### config.mk
export PLATFORM = sky130hd
export DESIGN_NAME = roulette_wheel_selector_unit
export DESIGN_NICKNAME = d
export VERILOG_FILES = /design/src/rtl/rws_pkg.sv /design/src/rtl/roulette_wheel_selector_unit.sv
export SDC_FILE = /design/constraint.sdc
export NUM_CORES = 2
export LEC_CHECK = 0
export BUFFER_PORTS_ARGS = -buffer_cell sky130_fd_sc_hd__buf_4
export CAP_MARGIN = 20
export CORE_ASPECT_RATIO = 1.2
export CORE_MARGIN = 3
export CORE_UTILIZATION = 64
export DETAILED_ROUTE_END_ITERATION = 10
export PLACE_DENSITY_LB_ADDON = 0.1
export SLEW_MARGIN = 20
export SYNTH_ARGS = -nofsm -noshare
export SYNTH_HDL_FRONTEND = slang
export SYNTH_SLANG_ARGS = --single-unit
### constraint.sdc
create_clock -name aclk -period 7.3 [get_ports aclk]
set_clock_uncertainty 0.15 [all_clocks]
set_input_delay 1.46 -clock aclk [delete_from_list [all_inputs] [get_ports aclk]]
set_output_delay 1.46 -clock aclk [all_outputs]
set_load 0.03 [all_outputs]
### src/rtl/rws_pkg.sv
// Shared types and constants for the roulette wheel selector.
package rws_pkg;

    localparam int FRAC_BITS = 16;   // random fraction is scaled by 2^16 - 1
    localparam int SLOT_BITS = 6;
    localparam int COUNT_BITS = 7;

    localparam logic OP_LOAD = 1'b0;
    localparam logic OP_DRAW = 1'b1;

    typedef enum logic [2:0] {
        ST_CLEAR,
        ST_IDLE,
        ST_LOAD,
        ST_MUL,
        ST_SCAN,
        ST_FINISH
    } state_t;

endpackage

### src/rtl/roulette_wheel_selector_unit.sv
// Roulette wheel selector: score memory, running total and draw scan.
//
// Usage
//   Input channel s_*: one request per accepted valid/ready beat. A load
//   request (opcode 0) writes one member score and adjusts the running
//   total; it returns nothing. A draw request (opcode 1) scans members
//   0 .. min(member_count, MAX_MEMBERS)-1, one score memory read per cycle, and
//   returns one result on m_* with the first member whose running sum times
//   65535 exceeds random_value times the total (found=0 if none does).
//   The single read port of the score memory feeds the running sum one score
//   per cycle. Requests are handled one at a time.
//   Config: cfg_we/cfg_wdata write member_count (reset 64). The user must
//   write it only while idle; the block does not enforce this.
//   Reset: synchronous, active low. After reset the score memory is swept
//   to zero, and s_ready stays low until the sweep ends.
//   Stall: a result waits in the output register; loads keep flowing, and a
//   later draw holds its result until the earlier one has been taken.
module roulette_wheel_selector_unit
    import rws_pkg::*;
#(
    parameter int MAX_MEMBERS = 64,
    parameter int SCORE_BITS  = 16
) (
    input  logic                  aclk,
    input  logic                  aresetn,
    input  logic                  cfg_we,
    input  logic [COUNT_BITS-1:0] cfg_wdata,
    input  logic                  s_valid,
    output logic                  s_ready,
    input  logic                  s_opcode,
    input  logic [SLOT_BITS-1:0]  s_member_slot,
    input  logic [FRAC_BITS-1:0]  s_score_value,
    input  logic [FRAC_BITS-1:0]  s_random_value,
    output logic                  m_valid,
    input  logic                  m_ready,
    output logic [SLOT_BITS-1:0]  m_chosen_member,
    output logic                  m_found
);

    localparam int AW = $clog2(MAX_MEMBERS);
    localparam int CW = $clog2(MAX_MEMBERS + 1);
    localparam int IW = (CW > SLOT_BITS) ? CW : SLOT_BITS;
    localparam int LW = (CW > COUNT_BITS) ? CW : COUNT_BITS;
    localparam int TW = SCORE_BITS + AW;
    localparam int PW = TW + FRAC_BITS;

    // score memory
    logic [SCORE_BITS-1:0] mem [MAX_MEMBERS];
    logic [SCORE_BITS-1:0] rdata_reg;
    logic                  mem_we;
    logic [AW-1:0]         mem_waddr;
    logic [SCORE_BITS-1:0] mem_wdata;
    logic [AW-1:0]         mem_raddr;

    state_t state_reg, state_next;

    logic [AW-1:0]         clr_cnt_reg, clr_cnt_next;
    logic [COUNT_BITS-1:0] count_reg, count_next;
    logic [TW-1:0]         total_reg, total_next;
    logic [LW-1:0]         rd_cnt_reg, rd_cnt_next;
    logic                  v1_reg, v1_next;
    logic                  v2_reg, v2_next;
    logic                  m_valid_reg, m_valid_next;

    logic [IW-1:0]         slot_reg, slot_next;
    logic                  inr_reg, inr_next;
    logic [SCORE_BITS-1:0] score_reg, score_next;
    logic [FRAC_BITS-1:0]  rnd_reg, rnd_next;
    logic [PW-1:0]         thr_reg, thr_next;
    logic [LW-1:0]         idx1_reg, idx1_next;
    logic [LW-1:0]         idx2_reg, idx2_next;
    logic [TW-1:0]         running_reg, running_next;
    logic                  hit_found_reg, hit_found_next;
    logic [SLOT_BITS-1:0]  hit_idx_reg, hit_idx_next;
    logic [SLOT_BITS-1:0]  m_chosen_reg, m_chosen_next;
    logic                  m_found_reg, m_found_next;

    logic [IW-1:0] slot_ext;
    logic [LW-1:0] limit;
    logic [PW-1:0] scaled;
    logic          hit;
    logic          last;
    logic          accept;
    logic          out_free;

    assign slot_ext = IW'(s_member_slot);
    assign limit    = (LW'(count_reg) > LW'(MAX_MEMBERS)) ? LW'(MAX_MEMBERS)
                                                          : LW'(count_reg);
    // running * 65535 as shift and subtract
    assign scaled   = {running_reg, {FRAC_BITS{1'b0}}} - PW'(running_reg);
    assign hit      = v2_reg && (scaled > thr_reg);
    assign last     = v2_reg && ((idx2_reg + LW'(1)) == limit);
    assign s_ready  = (state_reg == ST_IDLE);
    assign accept   = s_valid && s_ready;
    assign out_free = !m_valid_reg || m_ready;

    assign m_valid         = m_valid_reg;
    assign m_chosen_member = m_chosen_reg;
    assign m_found         = m_found_reg;

    // next state
    always_comb begin
        state_next = state_reg;
        case (state_reg)
            ST_CLEAR: begin
                if (clr_cnt_reg == AW'(MAX_MEMBERS - 1)) begin
                    state_next = ST_IDLE;
                end
            end
            ST_IDLE: begin
                if (accept) begin
                    state_next = (s_opcode == OP_LOAD) ? ST_LOAD : ST_MUL;
                end
            end
            ST_LOAD: state_next = ST_IDLE;
            ST_MUL: begin
                state_next = (limit == '0) ? ST_FINISH : ST_SCAN;
            end
            ST_SCAN: begin
                if (hit || last) begin
                    state_next = ST_FINISH;
                end
            end
            ST_FINISH: begin
                if (out_free) begin
                    state_next = ST_IDLE;
                end
            end
            default: state_next = ST_IDLE;
        endcase
    end

    // datapath and outputs
    always_comb begin
        clr_cnt_next   = clr_cnt_reg;
        count_next     = cfg_we ? cfg_wdata : count_reg;
        total_next     = total_reg;
        rd_cnt_next    = rd_cnt_reg;
        v1_next        = v1_reg;
        v2_next        = v2_reg;
        m_valid_next   = m_valid_reg && !m_ready;
        slot_next      = slot_reg;
        inr_next       = inr_reg;
        score_next     = score_reg;
        rnd_next       = rnd_reg;
        thr_next       = thr_reg;
        idx1_next      = idx1_reg;
        idx2_next      = idx2_reg;
        running_next   = running_reg;
        hit_found_next = hit_found_reg;
        hit_idx_next   = hit_idx_reg;
        m_chosen_next  = m_chosen_reg;
        m_found_next   = m_found_reg;
        mem_we         = 1'b0;
        mem_waddr      = slot_reg[AW-1:0];
        mem_wdata      = score_reg;
        mem_raddr      = rd_cnt_reg[AW-1:0];
        case (state_reg)
            ST_CLEAR: begin
                mem_we       = 1'b1;
                mem_waddr    = clr_cnt_reg;
                mem_wdata    = '0;
                clr_cnt_next = clr_cnt_reg + AW'(1);
            end
            ST_IDLE: begin
                mem_raddr = slot_ext[AW-1:0];
                if (accept) begin
                    slot_next  = slot_ext;
                    inr_next   = (slot_ext < IW'(MAX_MEMBERS));
                    score_next = SCORE_BITS'(s_score_value);
                    rnd_next   = s_random_value;
                end
            end
            ST_LOAD: begin
                // old score of the slot is in rdata_reg
                if (inr_reg) begin
                    mem_we     = 1'b1;
                    total_next = total_reg - TW'(rdata_reg) + TW'(score_reg);
                end
            end
            ST_MUL: begin
                thr_next       = {{TW{1'b0}}, rnd_reg} * {{FRAC_BITS{1'b0}}, total_reg};
                rd_cnt_next    = '0;
                v1_next        = 1'b0;
                v2_next        = 1'b0;
                running_next   = '0;
                hit_found_next = 1'b0;
                hit_idx_next   = '0;
            end
            ST_SCAN: begin
                if (hit || last) begin
                    hit_found_next = hit;
                    hit_idx_next   = hit ? idx2_reg[SLOT_BITS-1:0] : '0;
                end
                if (rd_cnt_reg < limit) begin
                    v1_next     = 1'b1;
                    idx1_next   = rd_cnt_reg;
                    rd_cnt_next = rd_cnt_reg + LW'(1);
                end else begin
                    v1_next = 1'b0;
                end
                v2_next = v1_reg;
                if (v1_reg) begin
                    running_next = running_reg + TW'(rdata_reg);
                    idx2_next    = idx1_reg;
                end
            end
            ST_FINISH: begin
                if (out_free) begin
                    m_valid_next  = 1'b1;
                    m_chosen_next = hit_idx_reg;
                    m_found_next  = hit_found_reg;
                end
            end
            default: ;
        endcase
    end

    // control registers
    always_ff @(posedge aclk) begin
        if (!aresetn) begin
            state_reg   <= ST_CLEAR;
            clr_cnt_reg <= '0;
            count_reg   <= COUNT_BITS'(64);
            total_reg   <= '0;
            rd_cnt_reg  <= '0;
            v1_reg      <= 1'b0;
            v2_reg      <= 1'b0;
            m_valid_reg <= 1'b0;
        end else begin
            state_reg   <= state_next;
            clr_cnt_reg <= clr_cnt_next;
            count_reg   <= count_next;
            total_reg   <= total_next;
            rd_cnt_reg  <= rd_cnt_next;
            v1_reg      <= v1_next;
            v2_reg      <= v2_next;
            m_valid_reg <= m_valid_next;
        end
    end

    // payload registers
    always_ff @(posedge aclk) begin
        slot_reg      <= slot_next;
        inr_reg       <= inr_next;
        score_reg     <= score_next;
        rnd_reg       <= rnd_next;
        thr_reg       <= thr_next;
        idx1_reg      <= idx1_next;
        idx2_reg      <= idx2_next;
        running_reg   <= running_next;
        hit_found_reg <= hit_found_next;
        hit_idx_reg   <= hit_idx_next;
        m_chosen_reg  <= m_chosen_next;
        m_found_reg   <= m_found_next;
    end

    // score memory: one write port, one registered read port
    always_ff @(posedge aclk) begin
        if (mem_we) begin
            mem[mem_waddr] <= mem_wdata;
        end
        rdata_reg <= mem[mem_raddr];
    end

endmodule

# ---- Word level (Yosys, flattened, before mapping)
# Memory sizes are Yosys's and may differ from the RTL's. A register that Yosys moved wholly into a read port is not among the register bits.
# Cells that the tools add are included.
dict set report word_totals {
  mem_count 1
  reg_bits 175
  input_bits 51
  ram_bits 1024
  out_inout_bits 9
}
# memory depth word_bits read_ports rd_ports_with_merged_regs wr line_no
set mem_list {}
lappend mem_list {mem 64 16 1 1 1 roulette_wheel_selector_unit.sv:48} ;# logic [SCORE_BITS-1:0] mem [MAX_MEMBERS];
dict set report op_classes {
  n_lt_le_gt_ge 4
  add_sub_neg 7
  mux 29
  mul 1
  n_reduce_logical 20
  n_eq_ne 13
}
# operator count
set op_table {}
lappend op_table {{adder 22 x 16 -> 22 bit} 2}
lappend op_table {{one-hot mux 22 bit (2 select lines)} 1}
lappend op_table {{> comparator 38 bit} 1}
lappend op_table {{multiplier 16 x 22 -> 38 bit} 1}
lappend op_table {{subtractor 38 x 22 -> 38 bit} 1}
lappend op_table {{two-way mux 6 bit} 4}
lappend op_table {{two-way mux 22 bit} 1}
lappend op_table {{subtractor 22 x 16 -> 22 bit} 1}
lappend op_table {{two-way mux 16 bit} 1}
lappend op_table {{AND reduction 2 bit} 8}
lappend op_table {{one-hot mux 3 bit (5 select lines)} 1}
lappend op_table {{adder 7 x 1 -> 7 bit (second input constant)} 2}
lappend op_table {{two-way mux 7 bit} 2}
lappend op_table {{one-hot mux 7 bit (2 select lines)} 1}
lappend op_table {{two-way mux 3 bit} 4}
lappend op_table {{one-hot mux 6 bit (2 select lines)} 1}
lappend op_table {{!= test 2 bit (second input constant)} 5}
lappend op_table {{two-way mux 1 bit} 9}
lappend op_table {{one-hot mux 1 bit (2 select lines)} 4}
lappend op_table {{== test 7 bit} 1}
lappend op_table {{> comparator 7 bit (second input constant)} 1}
lappend op_table {{logical NOT 7 bit} 1}
lappend op_table {{< comparator 6 x 7 -> 1 bit (second input constant)} 1}
lappend op_table {{< comparator 7 bit} 1}
lappend op_table {{12 further kinds} 19}

# ---- Logic depth before layout (Yosys ltp)
dict set report logic_depth {
  word_depth 7
  mapped_depth 23
}

# ---- Least setup slack after synthesis
# Ideal clock, no wire load.
dict set report synth_path {
  path_kind {reg2reg}
  startpoint {register total_reg[10]}
  endpoint {register thr_reg[37], data pin}
  setup_time_ps 261
  arrival_time_ps 5997
  stages_incl_launch_ff 24
  slack_ps 892
  path_cell_list {dfxtp_1 -> clkbuf_1 -> clkbuf_1 -> nand2_1 -> fa_1 -> inv_1 -> fa_1 -> inv_1 -> fa_1 -> inv_1 -> fa_1 -> fa_1 -> inv_1 -> fa_1 -> inv_1 -> ha_1 -> nand4_1 -> or3_1 -> a2111oi_0 -> o21bai_1 -> o21bai_1 -> a221oi_1 -> o21ai_0 -> xnor2_1}
}
dict set report synth_via {
  elab_chain_len 1
}
# item line_no
set synth_lines {}
lappend synth_lines {{start: declaration} roulette_wheel_selector_unit.sv:59} ;# logic [TW-1:0] total_reg, total_next;
lappend synth_lines {{start signal: assignment} roulette_wheel_selector_unit.sv:234} ;# total_reg <= total_next;
lappend synth_lines {{multiplier 16 x 22 -> 38 bit} roulette_wheel_selector_unit.sv:182} ;# thr_next = {{TW{1'b0}}, rnd_reg} * {{FRAC_BITS{1'b0}}, total_reg};
lappend synth_lines {{end signal: assignment} roulette_wheel_selector_unit.sv:248} ;# thr_reg <= thr_next;
lappend synth_lines {{end: declaration} roulette_wheel_selector_unit.sv:69} ;# logic [PW-1:0] thr_reg, thr_next;
# No other way between the ends.
# A chain may end at the register's enable or synchronous reset.

# ---- Worst setup path in the final report
dict set report layout_path {
  startpoint {register rnd_reg[5]}
  endpoint {register thr_reg[35], data pin}
}
dict set report layout_via {
  elab_chain_len 1
}
# item line_no
set layout_lines {}
lappend layout_lines {{start: declaration} roulette_wheel_selector_unit.sv:68} ;# logic [FRAC_BITS-1:0] rnd_reg, rnd_next;
lappend layout_lines {{start signal: assignment} roulette_wheel_selector_unit.sv:247} ;# rnd_reg <= rnd_next;
lappend layout_lines {{multiplier 16 x 22 -> 38 bit} roulette_wheel_selector_unit.sv:182}
# No other way between the ends.

==> out/metrics.yaml <==
status:
  status: "completed"
worst_hold_path:
  whs_endpoint: "m_chosen_member[4]$_DFFE_PP_"
  hold_class: "register to register"
  hold_path.startpoint: "hit_idx_reg[4]$_SDFFCE_PN0P_"
  holdPathStages: 0
critical_path:
  crit_type: "register to register"
  timing.rr.start: "rnd_reg[5]$_DFFE_PP_"
  crit_arrival_ns: 7.29
  r2r_cells: 22
  startpoint_type: "register"
  reg2reg_slack_ns: 0.29
  reg2reg_to: "thr_reg[35]$_DFFE_PP_"
  required_ns: 7.57
  endpoint_kind: "register"
  crit_fanout: 15
sta:
  setup_ws_ns: 0.289
  slew_headroom_pct: 29.4
  holdWs_ns: 0.263
  fin_crit_ns: 7.01
  tightestPinTransition_ns: 1.06
  fin_crit_sh_pct: 96.0
  setup-violations-final: 0
  finalHoldViolCount: 0
  fmax_mhz: 143
  maxSlewViolCount: 0
  tns_ns: 0
logic_synthesis:
  synth_most_common_cell: "edfxtp_1"
  synth.distinct_cells: 74
  seq_area_frac_synth_pct: 58.2
  synth_commonest_cells: "1150 x edfxtp_1, 460 x inv_1, 295 x fa_1, 294 x nand2_1, 256 x mux4_2"
  yosys.area.top_type_share_pct: 56.1
  ys_ff_latch: 1214
  synth_cells: 4085
  yosysTopAreaCell: "edfxtp_1"
  synth_edf_count: 1150
  syn_area_per_cell_sq_um: 15.1
  synthFlopType: "edfxtp_1"
  syn-num-nets: 4633
  yosysWarnings: 0
  syn_area_sq_mm: 0.0615
  async_flop_share_pct: 0
  synthTopCellsByArea: "edfxtp_1 56%, fa_1 9.6%, mux4_2 9.4%, ha_1 4.1%, inv_1 2.8%"
floorplan:
  die_y_microns: 346
  io_pins: 60
  std_cell_rows: 123
  initial_utilization_pct: 65.1
  die_w_microns: 289
  core_area_sq_mm: 0.0945
  dieArea_sq_mm: 0.0999
cells_and_area:
  largest_register_ffs: 1024
  drive_above_1_share_pct: 15.9
  nets: 4782
  area_growth_pct: 10.7
clock_network:
  cts_tree: "built"
  root_buffer: "clkbuf_16"
  clkTransAtPathRegs_ns: 0.09
  hold_buffers: 0
  clock_latency_ns: 0.70
  clockBufferDepth: 3
  htree_levels: 3
  cts_buffers: 113
  cts.sinks: 1214
power_and_ir_drop:
  total_leakage_power_nw: 26.5
  pwr-share-seq_pct: 44.3
  p_comb_share_pct: 25.2
  p_int_mw: 13.8
  power_density_mw_per_mm2: 289
  switching_share_pct: 29.9
  p_clk_share_pct: 30.5
  ir_worst_vdd_v: 0.000236
  power.total_mw: 19.7
  p_sw_mw: 5.89
place:
  post-place-ws_ns: -0.0714
  dp_hpwl_microns: 98500
  port_buffers: 59
  gp_congestion: 0.929
route:
  via_count: 34786
  drt_first_iter_violations: 3103
  via_per_inst: 6.23
  first_pass_iters: 6
  routedWlPerCell_microns: 26.3
  ant_nets: 0
  drc: 0
  wl_microns: 147000
run:
  cap_violations: 0
grt:
  antenna_found_initial: 6
  first_global_vias: 35987
  use_met2_pct: 51.7
  grtUsageMet1_pct: 38.1
  grtUsageMet3_pct: 3.92
  grt_pass1_wl_microns: 222000
  grt_max_degree: 68
  grtUsageTotal_pct: 30.1
  overflow: 0
  top_usage_layer: "met2"
-- layout make-up --
class,instances,area (sq um)
Tap cell,1250,1560
Clock inverter,76,835
Fill cell,6086,26400
Multi-Input combinational cell,2225,23400
Clock buffer,134,2950
Inverter,461,1730
Timing Repair Buffer,219,1770
Antenna cell,1,2.50
Sequential cell,1214,35800
-- layer usage --
metal / vias to the layer above / part of all wire [%]
met1: 17948 / 36
li1: 15174 / -
met3: 340 / 6.2
met2: 1324 / 52
met5: - / 0
met4: 0 / 5.7
-- logic make-up after synthesis --
group / synth area share (%)
adders and majority gates: 13.7
xor gates and xnor gates: 1.59
buffers and inverters: 4.00
and+or+nand+nor: 6.74
muxes: 11.8
AOI/OAI and AO/OA: 3.93
DFF: 58.2
-- power groups by stage --
stage / clock network [mW] / logic, mW / registers (mW)
floorplan: 0 / 3.26 / 8.76
CTS: 6.10 / 4.97 / 8.73
detailed placement: 0 / 4.91 / 8.88
finish: 6.00 / 4.96 / 8.73
global placement: 0 / 4.85 / 8.86
global route: 6.34 / 5.34 / 8.75
-- how the worst max path moves through the flow --
stage / start / to / cells past startpoint
6_report: rnd_reg[5]$_DFFE_PP_ / thr_reg[35]$_DFFE_PP_ / 22
2_1_floorplan: total_reg[10]$_SDFFE_PN0N_ / thr_reg[37]$_DFFE_PP_ / 23
5_1_grt: rnd_reg[1]$_DFFE_PP_ / thr_reg[35]$_DFFE_PP_ / 22
3_3_place_gp: total_reg[8]$_SDFFE_PN0N_ / thr_reg[30]$_DFFE_PP_ / 20
4_1_cts: total_reg[7]$_SDFFE_PN0N_ / thr_reg[30]$_DFFE_PP_ / 21
3_5_place_dp: total_reg[8]$_SDFFE_PN0N_ / thr_reg[30]$_DFFE_PP_ / 20
-- stage by stage --
stage | util [%] | area, sq um | instances
floorplan | - | 61500 | 4085
global placement | 68.0 | 64200 | 5363
detailed placement | 68.0 | 64200 | 5363
CTS | 72.0 | 68000 | 5573
global route | 72.0 | 68100 | 5579
finish | 72.0 | 68100 | 5580
-- cells in the final DEF, fill, tap and decap left out, drive strengths merged, types with 83 or more instances in the layout --
cell and instances:
a21oi 83, and2 164, buf 219, clkbuf 134, edfxtp 1150, fa 295
ha 202, inv 464, mux2i 145, mux4 256, nand2 294, nor2 169
-- critical path, stage by stage, from the launching register on --
cell and delay [ns]:
edfxtp_1 0.65, and2_1 0.30, fa_1 0.50, inv_1 0.04, fa_1 0.47, fa_1 0.52, inv_1 0.05, fa_1 0.51
fa_1 0.50, inv_1 0.05, fa_1 0.47, inv_1 0.04, ha_1 0.37, nand4_1 0.19, or3_1 0.40, a2111oi_0 0.40
buf_4 0.24, o21bai_1 0.09, o21bai_1 0.17, buf_4 0.14, a221oi_1 0.11, o21ai_0 0.24, xnor2_1 0.10
-- timing repair --
item | in CTS | in global routing
setup endpoints to repair | 1 | 5
gates resized for setup | 1 | 5
buffers inserted | 0 | 6
No activity file was read; power rests on OpenSTA's default activity.
